[config.mk]
export PLATFORM = sky130hd
export DESIGN_NAME = led_vu_ctrl
export DESIGN_NICKNAME = d
export VERILOG_FILES = /design/src/hdl/led_vu_pkg.sv /design/src/hdl/led_vu_ctrl.sv
export SDC_FILE = /design/constraint.sdc
export NUM_CORES = 1
export LEC_CHECK = 0
export BUFFER_PORTS_ARGS = -buffer_cell sky130_fd_sc_hd__clkbuf_2
export CORE_AREA = 3 3 40 42
export CTS_BUF_LIST = sky130_fd_sc_hd__clkbuf_8
export CTS_CLUSTER_SIZE = 20
export DETAILED_ROUTE_END_ITERATION = 16
export DIE_AREA = 0 0 43 45
export GPL_TIMING_DRIVEN = 0
export MAX_ROUTING_LAYER = met4
export SLEW_MARGIN = 25
export SYNTH_ARGS = -nofsm -noshare
export SYNTH_HDL_FRONTEND = slang
export SYNTH_SLANG_ARGS = --single-unit
[constraint.sdc]
create_clock -name clk -period 1.8 [get_ports clk]
set_input_delay 0.18 -clock clk [delete_from_list [all_inputs] [get_ports clk]]
set_output_delay 0.18 -clock clk [all_outputs]
set_load 0.02 [all_outputs]
[src/hdl/led_vu_pkg.sv]
// ----------------------------------------------------------------------------
// led_vu_pkg
// Shared widths, register map, constants and control types of the VU meter.
// ----------------------------------------------------------------------------
`default_nettype none

package led_vu_pkg;

	localparam int AMP_W     = 16;
	localparam int DB_W      = 24;
	localparam int COEF_W    = 17;
	localparam int CFG_W     = 17;
	localparam int CFG_IDX_W = 3;
	localparam int LG_W      = 20;
	localparam int LED_W     = 6;
	localparam int IDX_W     = 8;
	localparam int HUE_W     = 8;
	localparam int BRI_W     = 8;
	localparam int ZONE_W    = 7;

	localparam int LED_COUNT_DEF       = 60;
	localparam int FULL_BRIGHTNESS_DEF = 255;
	localparam int DIM_BRIGHTNESS_DEF  = 8;
	localparam int FLIP_ORDER_DEF      = 0;

	// register map
	localparam logic [CFG_IDX_W-1:0] REG_MIN_DB       = 3'd0;
	localparam logic [CFG_IDX_W-1:0] REG_LEDS_PER_DB  = 3'd1;
	localparam logic [CFG_IDX_W-1:0] REG_ORANGE_INDEX = 3'd2;
	localparam logic [CFG_IDX_W-1:0] REG_RED_INDEX    = 3'd3;
	localparam logic [CFG_IDX_W-1:0] REG_LEVEL_RISE   = 3'd4;
	localparam logic [CFG_IDX_W-1:0] REG_LEVEL_FALL   = 3'd5;
	localparam logic [CFG_IDX_W-1:0] REG_PEAK_RISE    = 3'd6;
	localparam logic [CFG_IDX_W-1:0] REG_PEAK_FALL    = 3'd7;

	localparam logic [15:0]       RST_MIN_DB       = 16'd0;
	localparam logic [15:0]       RST_LEDS_PER_DB  = 16'd256;
	localparam logic [ZONE_W-1:0] RST_ORANGE_INDEX = 7'd40;
	localparam logic [ZONE_W-1:0] RST_RED_INDEX    = 7'd50;
	localparam logic [COEF_W-1:0] RST_LEVEL_RISE   = 17'd13107;
	localparam logic [COEF_W-1:0] RST_LEVEL_FALL   = 17'd3277;
	localparam logic [COEF_W-1:0] RST_PEAK_RISE    = 17'd65536;
	localparam logic [COEF_W-1:0] RST_PEAK_FALL    = 17'd66;

	// 115.82 in Q8.16, 9.1024*ln2 in Q3.16
	localparam logic [DB_W-1:0]   DB_OFFSET = 24'd7590380;
	localparam logic [18:0]       DB_SLOPE  = 19'd413487;
	localparam logic [COEF_W-1:0] COEF_ONE  = 17'd65536;

	localparam logic [HUE_W-1:0] HUE_GREEN  = 8'd96;
	localparam logic [HUE_W-1:0] HUE_ORANGE = 8'd32;
	localparam logic [HUE_W-1:0] HUE_RED    = 8'd0;

	localparam logic signed [IDX_W-1:0] LED_IDX_MAX  = 8'sd64;
	localparam logic signed [IDX_W-1:0] LED_IDX_NEG  = -8'sd1;
	localparam logic signed [IDX_W-1:0] LED_IDX_ZERO = 8'sd0;

	typedef struct packed {
		logic load_amp;
		logic do_log;
		logic do_lerp;
		logic do_db;
		logic do_trk;
		logic do_upd;
		logic do_map;
		logic do_sat;
		logic step_led;
	} led_vu_cmd_t;

	typedef struct packed {
		logic led_last;
	} led_vu_sts_t;

	// log2(1+i/16) in Q1.16, rounded
	function automatic logic [16:0] log_frac(input logic [4:0] i);
		logic [16:0] v;
		case (i)
			5'd0: v = 17'd0;
			5'd1: v = 17'd5732;
			5'd2: v = 17'd11136;
			5'd3: v = 17'd16248;
			5'd4: v = 17'd21098;
			5'd5: v = 17'd25711;
			5'd6: v = 17'd30109;
			5'd7: v = 17'd34312;
			5'd8: v = 17'd38336;
			5'd9: v = 17'd42196;
			5'd10: v = 17'd45904;
			5'd11: v = 17'd49472;
			5'd12: v = 17'd52911;
			5'd13: v = 17'd56229;
			5'd14: v = 17'd59434;
			5'd15: v = 17'd62534;
			5'd16: v = 17'd65536;
			default: v = 17'd0;
		endcase
		return v;
	endfunction

endpackage

`default_nettype wire

[src/hdl/led_vu_ctrl.sv]
// ----------------------------------------------------------------------------
// led_vu_ctrl
// Sequencer: walks one amplitude through the datapath steps, then the LEDs.
// ----------------------------------------------------------------------------
`default_nettype none

module led_vu_ctrl (
	input  wire logic                     clk,
	input  wire logic                     arst_n,
	input  wire logic                     amp_valid,
	output logic                          amp_ready,
	output logic                          leds_valid,
	input  wire logic                     leds_ready,
	input  wire led_vu_pkg::led_vu_sts_t  sts,
	output led_vu_pkg::led_vu_cmd_t       cmd
);
	import led_vu_pkg::*;

	localparam logic [3:0] ST_IDLE = 4'd0;
	localparam logic [3:0] ST_LOG  = 4'd1;
	localparam logic [3:0] ST_LERP = 4'd2;
	localparam logic [3:0] ST_DB   = 4'd3;
	localparam logic [3:0] ST_TRK  = 4'd4;
	localparam logic [3:0] ST_UPD  = 4'd5;
	localparam logic [3:0] ST_MAP  = 4'd6;
	localparam logic [3:0] ST_SAT  = 4'd7;
	localparam logic [3:0] ST_EMIT = 4'd8;

	logic [3:0] state_q;
	logic [3:0] state_nxt;

	always_comb begin
		state_nxt = state_q;
		cmd       = '0;
		case (state_q)
			ST_IDLE: begin
				cmd.load_amp = amp_valid;
				if (amp_valid) state_nxt = ST_LOG;
			end
			ST_LOG: begin
				cmd.do_log = 1'b1;
				state_nxt  = ST_LERP;
			end
			ST_LERP: begin
				cmd.do_lerp = 1'b1;
				state_nxt   = ST_DB;
			end
			ST_DB: begin
				cmd.do_db = 1'b1;
				state_nxt = ST_TRK;
			end
			ST_TRK: begin
				cmd.do_trk = 1'b1;
				state_nxt  = ST_UPD;
			end
			ST_UPD: begin
				cmd.do_upd = 1'b1;
				state_nxt  = ST_MAP;
			end
			ST_MAP: begin
				cmd.do_map = 1'b1;
				state_nxt  = ST_SAT;
			end
			ST_SAT: begin
				cmd.do_sat = 1'b1;
				state_nxt  = ST_EMIT;
			end
			ST_EMIT: begin
				cmd.step_led = leds_ready;
				if (leds_ready && sts.led_last) state_nxt = ST_IDLE;
			end
			default: begin
				state_nxt = ST_IDLE;
			end
		endcase
	end

	always_ff @(posedge clk or negedge arst_n) begin
		if (!arst_n) state_q <= ST_IDLE;
		else         state_q <= state_nxt;
	end

	assign amp_ready  = (state_q == ST_IDLE);
	assign leds_valid = (state_q == ST_EMIT);

endmodule

`default_nettype wire

==> summary.txt, run 1 <==
Run status
  – Status: complete, no violations

Hold path
  – Hold path endpoint: state_q[3]$_DFFE_PN0P_
  – Min-delay src: sts
  – HP Class: in2reg
  – Worst Hold Depth: 3

Setup path
  – Worst setup SP type: register
  – Setup CP Type: reg2out
  – Reg2Reg Depth: 3
  – Critical R2R Launch: state_q[0]$_DFFE_PN0P_
  – Worst Setup End Kind: output port
  – Reg-to-reg endpoint: state_q[3]$_DFFE_PN0P_
  – Flop2flop setup slack: approximately 750 ps
  – Max Fanout on Critical Path: 9
  – Critical path arrival: around 1400 ps
  – Critical-path top delay cell: dfrtp_1
  – Worst path required time: 1620 ps
  – Critical-path cell list: buf_4 -> nor4b_4 -> and2_1 -> clkbuf_2
  – Critical Path Max Stage Delay: 340 ps

Flow run
  – Max-cap violation count: 0

GRT
  – Initial antenna violation count: 0
  – First-pass GRT wire length: ~1000 µm
  – Total GRT Usage: 0.0758
  – Vias in the first global route: 242
  – Pin count of the biggest net entering global routing: 10
  – Total gr overflow: 0

STA
  – Worst-Margin Slew: 254 ps
  – RSZ-0062 raised after global routing: false
  – Tmin final: ~1500 ps
  – Hold Vio Cnt, Final: 0
  – FMAX: 0.645 GHz
  – Final setup fails: 0
  – Fin. max-slew vios: 0
  – Setup WS post-layout: ~250 ps
  – Period utilization: 0.861
  – Setup TNS: 0 ps
  – Slew HR: 0.830
  – Worst clock skew: roughly 1.8 ps

Drt
  – Initial DRC Count: 4
  – Vias per inst: approximately 4.5
  – Routed vias: approximately 290
  – Residual DRC: 0
  – Post-DRT Antenna Nets: 0
  – WL/cell: approximately 9.8 µm
  – DR pass1 iterations: 4
  – Post-Route WL: 635 µm

Clock network
  – Post-CTS Hold Fix Bufs: 1
  – TritonCTS clock tree: yes
  – Setup Fix Bufs, Post-CTS: 0
  – Clock root cell: clkbuf_8
  – Resized cells post-CTS: 0
  – Worst-Skew Late Latency: 210 ps
  – CTS H-Tree Depth: 1
  – Clock Path Buffers: 2
  – Clk sinks: 4
  – CTS clk-pin slew, worst paths: roughly 30 ps
  – CTS Buf Count: 3

Pwr
  – Sw frac: 0.450
  – Maximum VDD drop: ~0.62 mV
  – Lkg Pwr: 0.213 nW
  – Clock power share: 0.212
  – Part of the power in combinational logic: 0.625
  – Flop pwr share: 0.162
  – Sw Pwr: ~0.39 mW
  – Internal: roughly 0.48 mW
  – Pwr per Cell Area: approximately 2000 mW/mm²

Layout
  – Most frequent cells in the layout: 15 x clkbuf_2, 6 x nor3_1, 4 x dfrtp_1
  – Synth-to-layout area growth: 50.0%
  – Share of layout cells above drive strength 1: 0.480
  – Largest Register: state_q
  – Nets: 57
  – Most common cell after layout, fill and taps aside: clkbuf_2
  – Max reg flops: 4
  – Antenna diodes: 0
  – Post-route cell area: about 440 µm²
  – Biggest registers after layout: state_q: 4 flops

Die
  – Starting Density: 0.226
  – IO Pins: 16
  – Row cnt: 13
  – Die Area: 0.00194 mm²
  – Die Y: between 40 and 50 µm
  – Die Wd: around 43 µm
  – Core area: roughly 0.0013 mm²

Synthesis
  – Yosys cell types: 15
  – Syn Nets: 36
  – Synthesis warning total: 0
  – Mapped Area: 290 µm²
  – Post-synth top area cell: dfrtp_1
  – Syn Inst Count: 31
  – Synth area leaders: dfrtp_1 34%, nor3_1 10%, nor4b_4 8.2%
  – Flops & latches, synth: 4
  – Syn_area_per_cell: between 9 and 10 µm²
  – Yosys top cell area share: 0.345
  – Register area share after synthesis: 0.345

Placed design
  – Gpl congestion: approximately 0.66
  – Placed inst area: just under 400 µm²
  – Pre-CTS setup slack: 451 ps
  – Dpl hpwl: between 400 and 500 µm
  – I/O Buffers: 15
## worst max-delay path: cells and delay by family (launching register included)
kind          cells  cell delay (ps)
buf+inv           2              330
flops             1              340
simple gates      2              480
## layer usage
layer  part of all wire  vias to the layer above  global-route usage
met5                  0                        -                   -
met4              0.027                        0              0.0542
met3              0.082                        3              0.0239
met2               0.51                       13               0.114
met1               0.38                      132              0.0854
li1                   -                      145                   -
## how the worst max path moves through the flow
stage                                start  endpoint  slack [ps]  cells after the start
global route        state_q[0]$_DFFE_PN0P_    cmd[0]         160                      4
CTS                 state_q[0]$_DFFE_PN0P_    cmd[0]         220                      4
floorplan           state_q[0]$_DFFE_PN0P_    cmd[0]         390                      3
global placement    state_q[0]$_DFFE_PN0P_    cmd[0]         500                      4
finish              state_q[0]$_DFFE_PN0P_    cmd[0]         250                      4
detailed placement  state_q[1]$_DFFE_PN0P_    cmd[0]         450                      4
## per-stage QoR
step	total power, mW	instances	util	hold WS [ps]
2_1_floorplan	0.561	31	-	-116
3_3_place_gp	0.682	61	0.299	-9.42
3_5_place_dp	0.689	61	0.299	-9.64
4_1_cts	0.878	65	0.339	232
5_1_grt	0.932	65	0.339	244
6_report	0.868	65	0.339	225
## cell families after synthesis
logic type,Yosys count,share of synthesized area
AO/OA/AOI/OAI,4,0.0991
buffers and inverters,4,0.0991
AND/OR/NAND/NOR,19,0.457
flip-flops,4,0.345
## synthesized netlist by cell type
cell	n
buf_4	1
nor4_4	1
nor3_1	6
buf_6	1
nor4b_4	1
nor2_1	3
nand3b_1	1
o2bb2ai_1	1
nand2_1	2
a21bo_1	1
dfrtp_1	4
nand2b_1	3
a21oi_1	2
buf_2	2
and2_1	2
## power by group through the flow
stage	Sequential [mW]	Clock [mW]	Combinational, mW
floorplan	0.141	0	0.420
global placement	0.142	0	0.540
detailed placement	0.142	0	0.547
CTS	0.142	0.186	0.550
global route	0.144	0.192	0.596
finish	0.141	0.184	0.543
## area by class of cell
class | instances | area [µm²]
Buffer | 4 | 28.8
Clock buffer | 3 | 41.3
Sequential cell | 4 | 100
Tap cell | 15 | 18.8
Multi-Input combinational cell | 23 | 161
Timing Repair Buffer | 16 | 85.1
Fill cell | 142 | 850
No activity file was read; power rests on OpenSTA's default activity.
==> run 2, diff against run 1 <==
--- a/config.mk
+++ b/config.mk
@@ -5,6 +5,7 @@
 export SDC_FILE = /design/constraint.sdc
 export NUM_CORES = 1
 export LEC_CHECK = 0
+export ABC_AREA = 1
 export BUFFER_PORTS_ARGS = -buffer_cell sky130_fd_sc_hd__clkbuf_2
 export CORE_AREA = 3 3 40 42
 export CTS_BUF_LIST = sky130_fd_sc_hd__clkbuf_8
==> run 2 against run 1 <==
Synthesized cell count grew 39%. Critical path depth did not move. Fmax grew 15%. Largest power group unchanged.
==> summary.txt, run 2 <==
Layout
  – Post-route cell area: between 400 and 500 µm²
  – Multi-input logic area: 136 µm²
  – Max reg flops: 4
  – Nets: a little under 70
  – Fillers: between 150 and 200
  – Most frequent cells in the layout: 15 x clkbuf_2, 9 x nand2_1, 8 x inv_1
  – Synth-to-layout area growth: 53.0%
  – Register Area: between 100 and 150 µm²
  – Antenna diodes: 0
  – Largest Register: state_q
  – Most common cell after layout, fill and taps aside: clkbuf_2
  – Share of layout cells above drive strength 1: 0.435
  – Biggest registers after layout: state_q: 4 flops

Drt
  – Vias per inst: 3.94
  – Post-DRT Antenna Nets: 0
  – Residual DRC: 0
  – DR pass1 iterations: 2
  – Routed vias: roughly 300
  – Post-Route WL: around 590 µm
  – Initial DRC Count: 1
  – WL/cell: around 7.7 µm

Pwr
  – Pwr per Cell Area: approximately 1900 mW/mm²
  – Maximum VDD drop: between 0.5 and 0.6 mV
  – Lkg Pwr: roughly 0.27 nW

Placed design
  – Placed inst area: around 370 µm²
  – Gpl congestion: 0.671
  – Dpl hpwl: between 500 and 600 µm
  – I/O Buffers: 15

STA
  – Hold Vio Cnt, Final: 0
  – Worst hold slack: roughly 300 ps
  – Worst-Margin Slew: around 170 ps
  – Final setup fails: 0
  – Fin. max-slew vios: 0
  – Slew HR: 0.884
  – Setup TNS: 0 ps
  – FMAX: approximately 0.74 GHz
  – Worst clock skew: 0.205 ps
  – Tmin final: between 1000 and 1500 ps
  – Period utilization: 0.751
  – RSZ-0062 raised after global routing: false

Synthesis
  – Flops & latches, synth: 4
  – Synthesis warning total: 0
  – Ys flop type: dfrtp_1
  – Register area share after synthesis: 0.365
  – Yosys cell types: 11
  – Mapped Area: 274 µm²
  – Most frequent cell after synthesis: nand2_1
  – Yosys top cell area share: 0.365
  – Syn Nets: 48
  – Syn_area_per_cell: 6.37 µm²
  – Post-synth EDFFs: 0
  – FFs w/ async S/R, synth: 1.00
  – Synth cell count leaders: 9 x nand2_1, 8 x inv_1, 7 x nor2_1
  – Syn Inst Count: 43
  – Post-synth top area cell: dfrtp_1
  – Synth area leaders: dfrtp_1 37%, nand2_1 12%, nor2_2 11%

Clock network
  – Clk sinks: 4
  – Worst-Skew Late Latency: 210 ps
  – CTS H-Tree Depth: 1
  – Clock root cell: clkbuf_8
  – Clock Path Buffers: 2
  – CTS clk-pin slew, worst paths: around 30 ps
  – CTS Buf Count: 3
  – TritonCTS clock tree: yes

GRT
  – Total GRT Usage: 0.0810
  – Vias in the first global route: between 200 and 300
  – Total gr overflow: 0
  – First-pass GRT wire length: 1050 µm
  – Initial antenna violation count: 0
  – Pin count of the biggest net entering global routing: 7

Setup path
  – Critical R2R Launch: state_q[1]$_DFFE_PN0P_
  – Flop2flop setup slack: between 800 and 900 ps
  – CP startpoint: state_q[1]$_DFFE_PN0P_
  – Critical path arrival: 1170 ps
  – Worst setup SP type: register
  – Setup CP Type: reg2out
  – Setup crit end: cmd[8]
  – Worst Setup End Kind: output port
  – Worst path required time: between 1500 and 2000 ps
  – Critical Path Max Stage Delay: 420 ps
  – Reg2Reg Depth: 4
  – Critical-path top delay cell: dfrtp_1
  – Critical-path cell list: nor2_2 -> nand2_1 -> nor2_1 -> clkbuf_2
  – Reg-to-reg endpoint: state_q[0]$_DFFE_PN0P_
  – Max Fanout on Critical Path: 5

Die
  – Row cnt: 13
  – Die Wd: 43 µm
  – Starting Density: 0.213
  – Core area: between 0.001 and 0.0015 mm²
  – Die Y: roughly 45 µm
  – IO Pins: 16
  – Die Area: roughly 0.0019 mm²

Hold path
  – HP Class: in2async

Run status
  – Status: complete, no violations

Flow run
  – Max-cap violation count: 0
[run 2: kinds of logic (layout without fill, tap and decap cells)]
kind of cell / count (synthesis) / after routing / share of synthesized area
AOI/OAI and AO/OA: 3 / 3 / 0.0639
buffers and inverters: 10 / 29 / 0.137
DFF: 4 / 4 / 0.365
and+or+nand+nor: 26 / 26 / 0.434
[run 2: what timing repair did]
item                      in CTS  in global routing
hold buffers                   1                  0
buffers inserted               0                  0
hold endpoints to repair       4                  0
gates resized for setup        0                  0
[run 2: power by group]
group	internal (mW)	total, mW	leakage [nW]	switching (mW)
sequential	0.133	0.182	0.0503	0.0493
combinational	0.147	0.445	0.197	0.298
clock	0.142	0.187	0.0216	0.0444
total	0.422	0.813	0.269	0.392
[run 2: worst min path at each step]
stage,from,endpoint,slack [ps],cells past startpoint
2_1_floorplan,arst_n,state_q[0]$_DFFE_PN0P_,-120,0
3_3_place_gp,arst_n,state_q[1]$_DFFE_PN0P_,-10,1
3_5_place_dp,arst_n,state_q[1]$_DFFE_PN0P_,-9,1
4_1_cts,arst_n,state_q[1]$_DFFE_PN0P_,300,2
5_1_grt,arst_n,state_q[1]$_DFFE_PN0P_,310,2
6_report,arst_n,state_q[1]$_DFFE_PN0P_,300,2
[run 2: per-stage QoR]
step / instances / utilization / setup WS, ps / power (mW)
2_1_floorplan: 43 / - / 625 / 0.510
3_3_place_gp: 73 / 0.286 / 674 / 0.631
4_1_cts: 77 / 0.326 / 441 / 0.826
6_report: 77 / 0.326 / 448 / 0.813
3_5_place_dp: 73 / 0.286 / 668 / 0.635
5_1_grt: 77 / 0.326 / 333 / 0.899
[run 2: layout make-up]
cell class	instances	area share
clock buffer	3	0.0985
timing repair buffer	16	0.203
tap	15	0.0448
multi-input combinational	29	0.325
inverter	10	0.0896
sequential	4	0.239
[run 2: routing by layer]
layer | vias to the layer above | part of all wire | wire length [µm] | global-route usage
met1 | 126 | 0.42 | 249 | 0.0854
met2 | 12 | 0.45 | 266 | 0.114
met3 | 2 | 0.10 | 60 | 0.0239
met5 | - | 0 | 0 | -
li1 | 163 | - | - | -
met4 | 0 | 0.024 | 14 | 0.0904
[run 2: worst max-delay path, delay by kind of cell, from the launching register on]
kind                   cells  cell delay (ps)
flip-flops                 1              420
buffers and inverters      1              170
AND/OR/NAND/NOR            3              360
==> run 3, diff against run 2 <==
==> constraint.sdc (replaced) <==
create_clock -name clk -period 1.1 [get_ports clk]
set_input_delay 0.11 -clock clk [delete_from_list [all_inputs] [get_ports clk]]
set_output_delay 0.11 -clock clk [all_outputs]
set_load 0.02 [all_outputs]
==> run 3 against run 2 <==
The run now ends with setup timing left. Cell area up 39%. Critical endpoint unchanged. Global-route usage up 1.1 points. Sequential power up 98%. Register-to-register slack worse by 830 ps. Clock power up 61%. Total power up 130%. Count of clock-buffer cells in the layout unchanged. Via count up 13%. Core utilization up 13 points. Combinational power rose to 2.7 times the previous value. Critical path type unchanged. Clock skew up 1.8 ps.
==> summary.txt, run 3 (synthesis results as in run 2) <==
Run status
  – Status: finished with violations
  – Violations in the final reports: setup timing

Pwr
  – Clock power share: 0.163
  – Pwr Total: between 1.5 and 2 mW
  – Pwr per Cell Area: roughly 3200 mW/mm²
  – Sw frac: 0.450
  – Lkg Pwr: ~0.32 nW
  – Part of the power in combinational logic: 0.643
  – Internal: 1.02 mW
  – Maximum VDD drop: between 0.8 and 0.9 mV
  – Sw Pwr: approximately 0.83 mW
  – Flop pwr share: 0.194

Placed design
  – I/O Buffers: 15
  – Placed Instances: 73
  – Placed inst area: 373 µm²
  – Gpl congestion: roughly 0.71
  – Dpl hpwl: ~500 µm

Layout
  – Fillers: 133
  – Biggest registers after layout: state_q: 4 flops
  – Most frequent cells in the layout: 14 x buf_4, 6 x inv_1, 5 x nand2_2, 5 x nor2_4, 5 x nand2_1
  – Fin cells: between 80 and 90
  – Max reg flops: 4
  – Antenna diodes: 0
  – Nets: 76
  – Post-route cell area: around 580 µm²
  – Share of layout cells above drive strength 1: 0.681
  – Most common cell after layout, fill and taps aside: buf_4
  – Synth-to-layout area growth: 113%
  – Largest Register: state_q

Setup path
  – Critical Path Max Stage Delay: 450 ps
  – Critical R2R Launch: state_q[2]$_DFFE_PN0P_
  – Setup CP Type: reg2out
  – Worst path required time: 990 ps
  – Critical path buffers and inverters: 1
  – Critical-path cell list: nor2_4 -> nand2_2 -> nor2_2 -> buf_4
  – Crit-path leading delay family: flip-flops
  – Crit. path cell count: 4
  – Reg-to-reg endpoint: state_q[1]$_DFFE_PN0P_
  – Critical path arrival: between 1000 and 1500 ps
  – Reg2Reg Depth: 5
  – Critical-path top delay cell: dfrtp_2
  – Max Fanout on Critical Path: 4
  – Flop2flop setup slack: roughly 40 ps
  – Worst Setup End Kind: output port
  – Worst setup SP type: register

GRT
  – Initial antenna violation count: 0
  – Vias in the first global route: between 300 and 400
  – Total gr overflow: 0
  – First-pass GRT wire length: around 1200 µm
  – Pin count of the biggest net entering global routing: 6
  – Total GRT Usage: 0.0921

Clock network
  – Clock root cell: clkbuf_8
  – CTS H-Tree Depth: 1
  – TritonCTS clock tree: yes
  – Clock Path Buffers: 2
  – Worst-Skew Late Latency: between 200 and 250 ps
  – Clk sinks: 4
  – CTS clk-pin slew, worst paths: around 30 ps
  – CTS Buf Count: 3

STA
  – FMAX: 0.799 GHz
  – Worst hold slack: about 230 ps
  – Hold Vio Cnt, Final: 0
  – Worst-Margin Slew: approximately 150 ps
  – Fin. max-slew vios: 0
  – Slew HR: 0.899
  – RSZ-0062 raised after global routing: true
  – Final setup fails: 11
  – Tmin final: about 1300 ps
  – Setup WS post-layout: -152 ps
  – Period utilization: 1.14
  – Worst clock skew: around 2 ps

Drt
  – Routed vias: about 340
  – WL/cell: 10.2 µm
  – Residual DRC: 0
  – Post-Route WL: 860 µm
  – Initial DRC Count: 5
  – DR pass1 iterations: 2
  – Post-DRT Antenna Nets: 0
  – Vias per inst: 4.07

Die
  – Row cnt: 13
  – Die Wd: roughly 43 µm
  – Core area: around 0.0013 mm²
  – Starting Density: 0.213
  – Die Area: roughly 0.0019 mm²
  – Die Y: ~45 µm
  – IO Pins: 16

Hold path
  – HP Class: in2async

Flow run
  – Max-cap violation count: 0
run 3: changes by cell type in the layout (fill, tap and decap cells not counted), moves of 3 or more:
cell | before | now
dfrtp_1 | 4 | 1
nor2_4 | 0 | 5
buf_8 | 0 | 3
nand2_2 | 2 | 5
nor2_1 | 7 | 4
dfrtp_2 | 0 | 3
clkbuf_2 | 15 | 4
buf_4 | 0 | 14
nand2_1 | 9 | 5
run 3: per-layer routing:
layer | part of all wire | global-route usage | vias to the layer above | routed length [µm]
li1 | - | - | 177 | -
met1 | 0.33 | 0.0754 | 150 | 288
met2 | 0.58 | 0.162 | 13 | 503
met3 | 0.074 | 0.0398 | 2 | 64
met4 | 0.0047 | 0.0723 | 0 | 4
met5 | 0 | - | - | 0
run 3: repair_timing:
| action | in CTS | in global routing |
|---|---|---|
| setup endpoints to repair | 11 | 13 |
| resized for setup | 20 | 24 |
| hold endpoints to repair | 4 | 0 |
| pin swaps | 3 | 7 |
| buffers inserted | 5 | 2 |
| hold buffers | 1 | 0 |
run 3: cell type report:
cell class / count / area [µm²] / area share
sequential: 4 / 104 / 0.178
tap: 15 / 18.8 / 0.0321
inverter: 10 / 37.5 / 0.0642
multi-input combinational: 29 / 189 / 0.323
timing repair buffer: 23 / 194 / 0.332
clock buffer: 3 / 41.3 / 0.0707
run 3: worst max path at each step:
stage	startpoint	endpoint	slack, ps
6_report	state_q[2]$_DFFE_PN0P_	cmd[8]	-150
5_1_grt	state_q[3]$_DFFE_PN0P_	cmd[4]	-210
4_1_cts	state_q[0]$_DFFE_PN0P_	cmd[0]	-150
3_5_place_dp	state_q[1]$_DFFE_PN0P_	cmd[0]	30
3_3_place_gp	state_q[1]$_DFFE_PN0P_	cmd[8]	40
2_1_floorplan	state_q[1]$_DFFE_PN0P_	cmd[8]	40
run 3: power by group through the flow:
stage / registers [mW] / clock network [mW] / logic, mW
detailed placement: 0.304 / 0 / 0.744
finish: 0.360 / 0.302 / 1.19
floorplan: 0.292 / 0 / 0.555
CTS: 0.321 / 0.313 / 1.04
global placement: 0.300 / 0 / 0.746
global route: 0.372 / 0.325 / 1.29
run 3: through the flow:
| stage | worst slack [ps] | util | setup TNS (ps) |
|---|---|---|---|
| floorplan | 40.5 | - | 0 |
| global placement | 39.6 | 0.290 | 0 |
| detailed placement | 27.6 | 0.290 | 0 |
| CTS | -150 | 0.417 | -1240 |
| global route | -214 | 0.455 | -1900 |
| finish | -152 | 0.455 | -1340 |
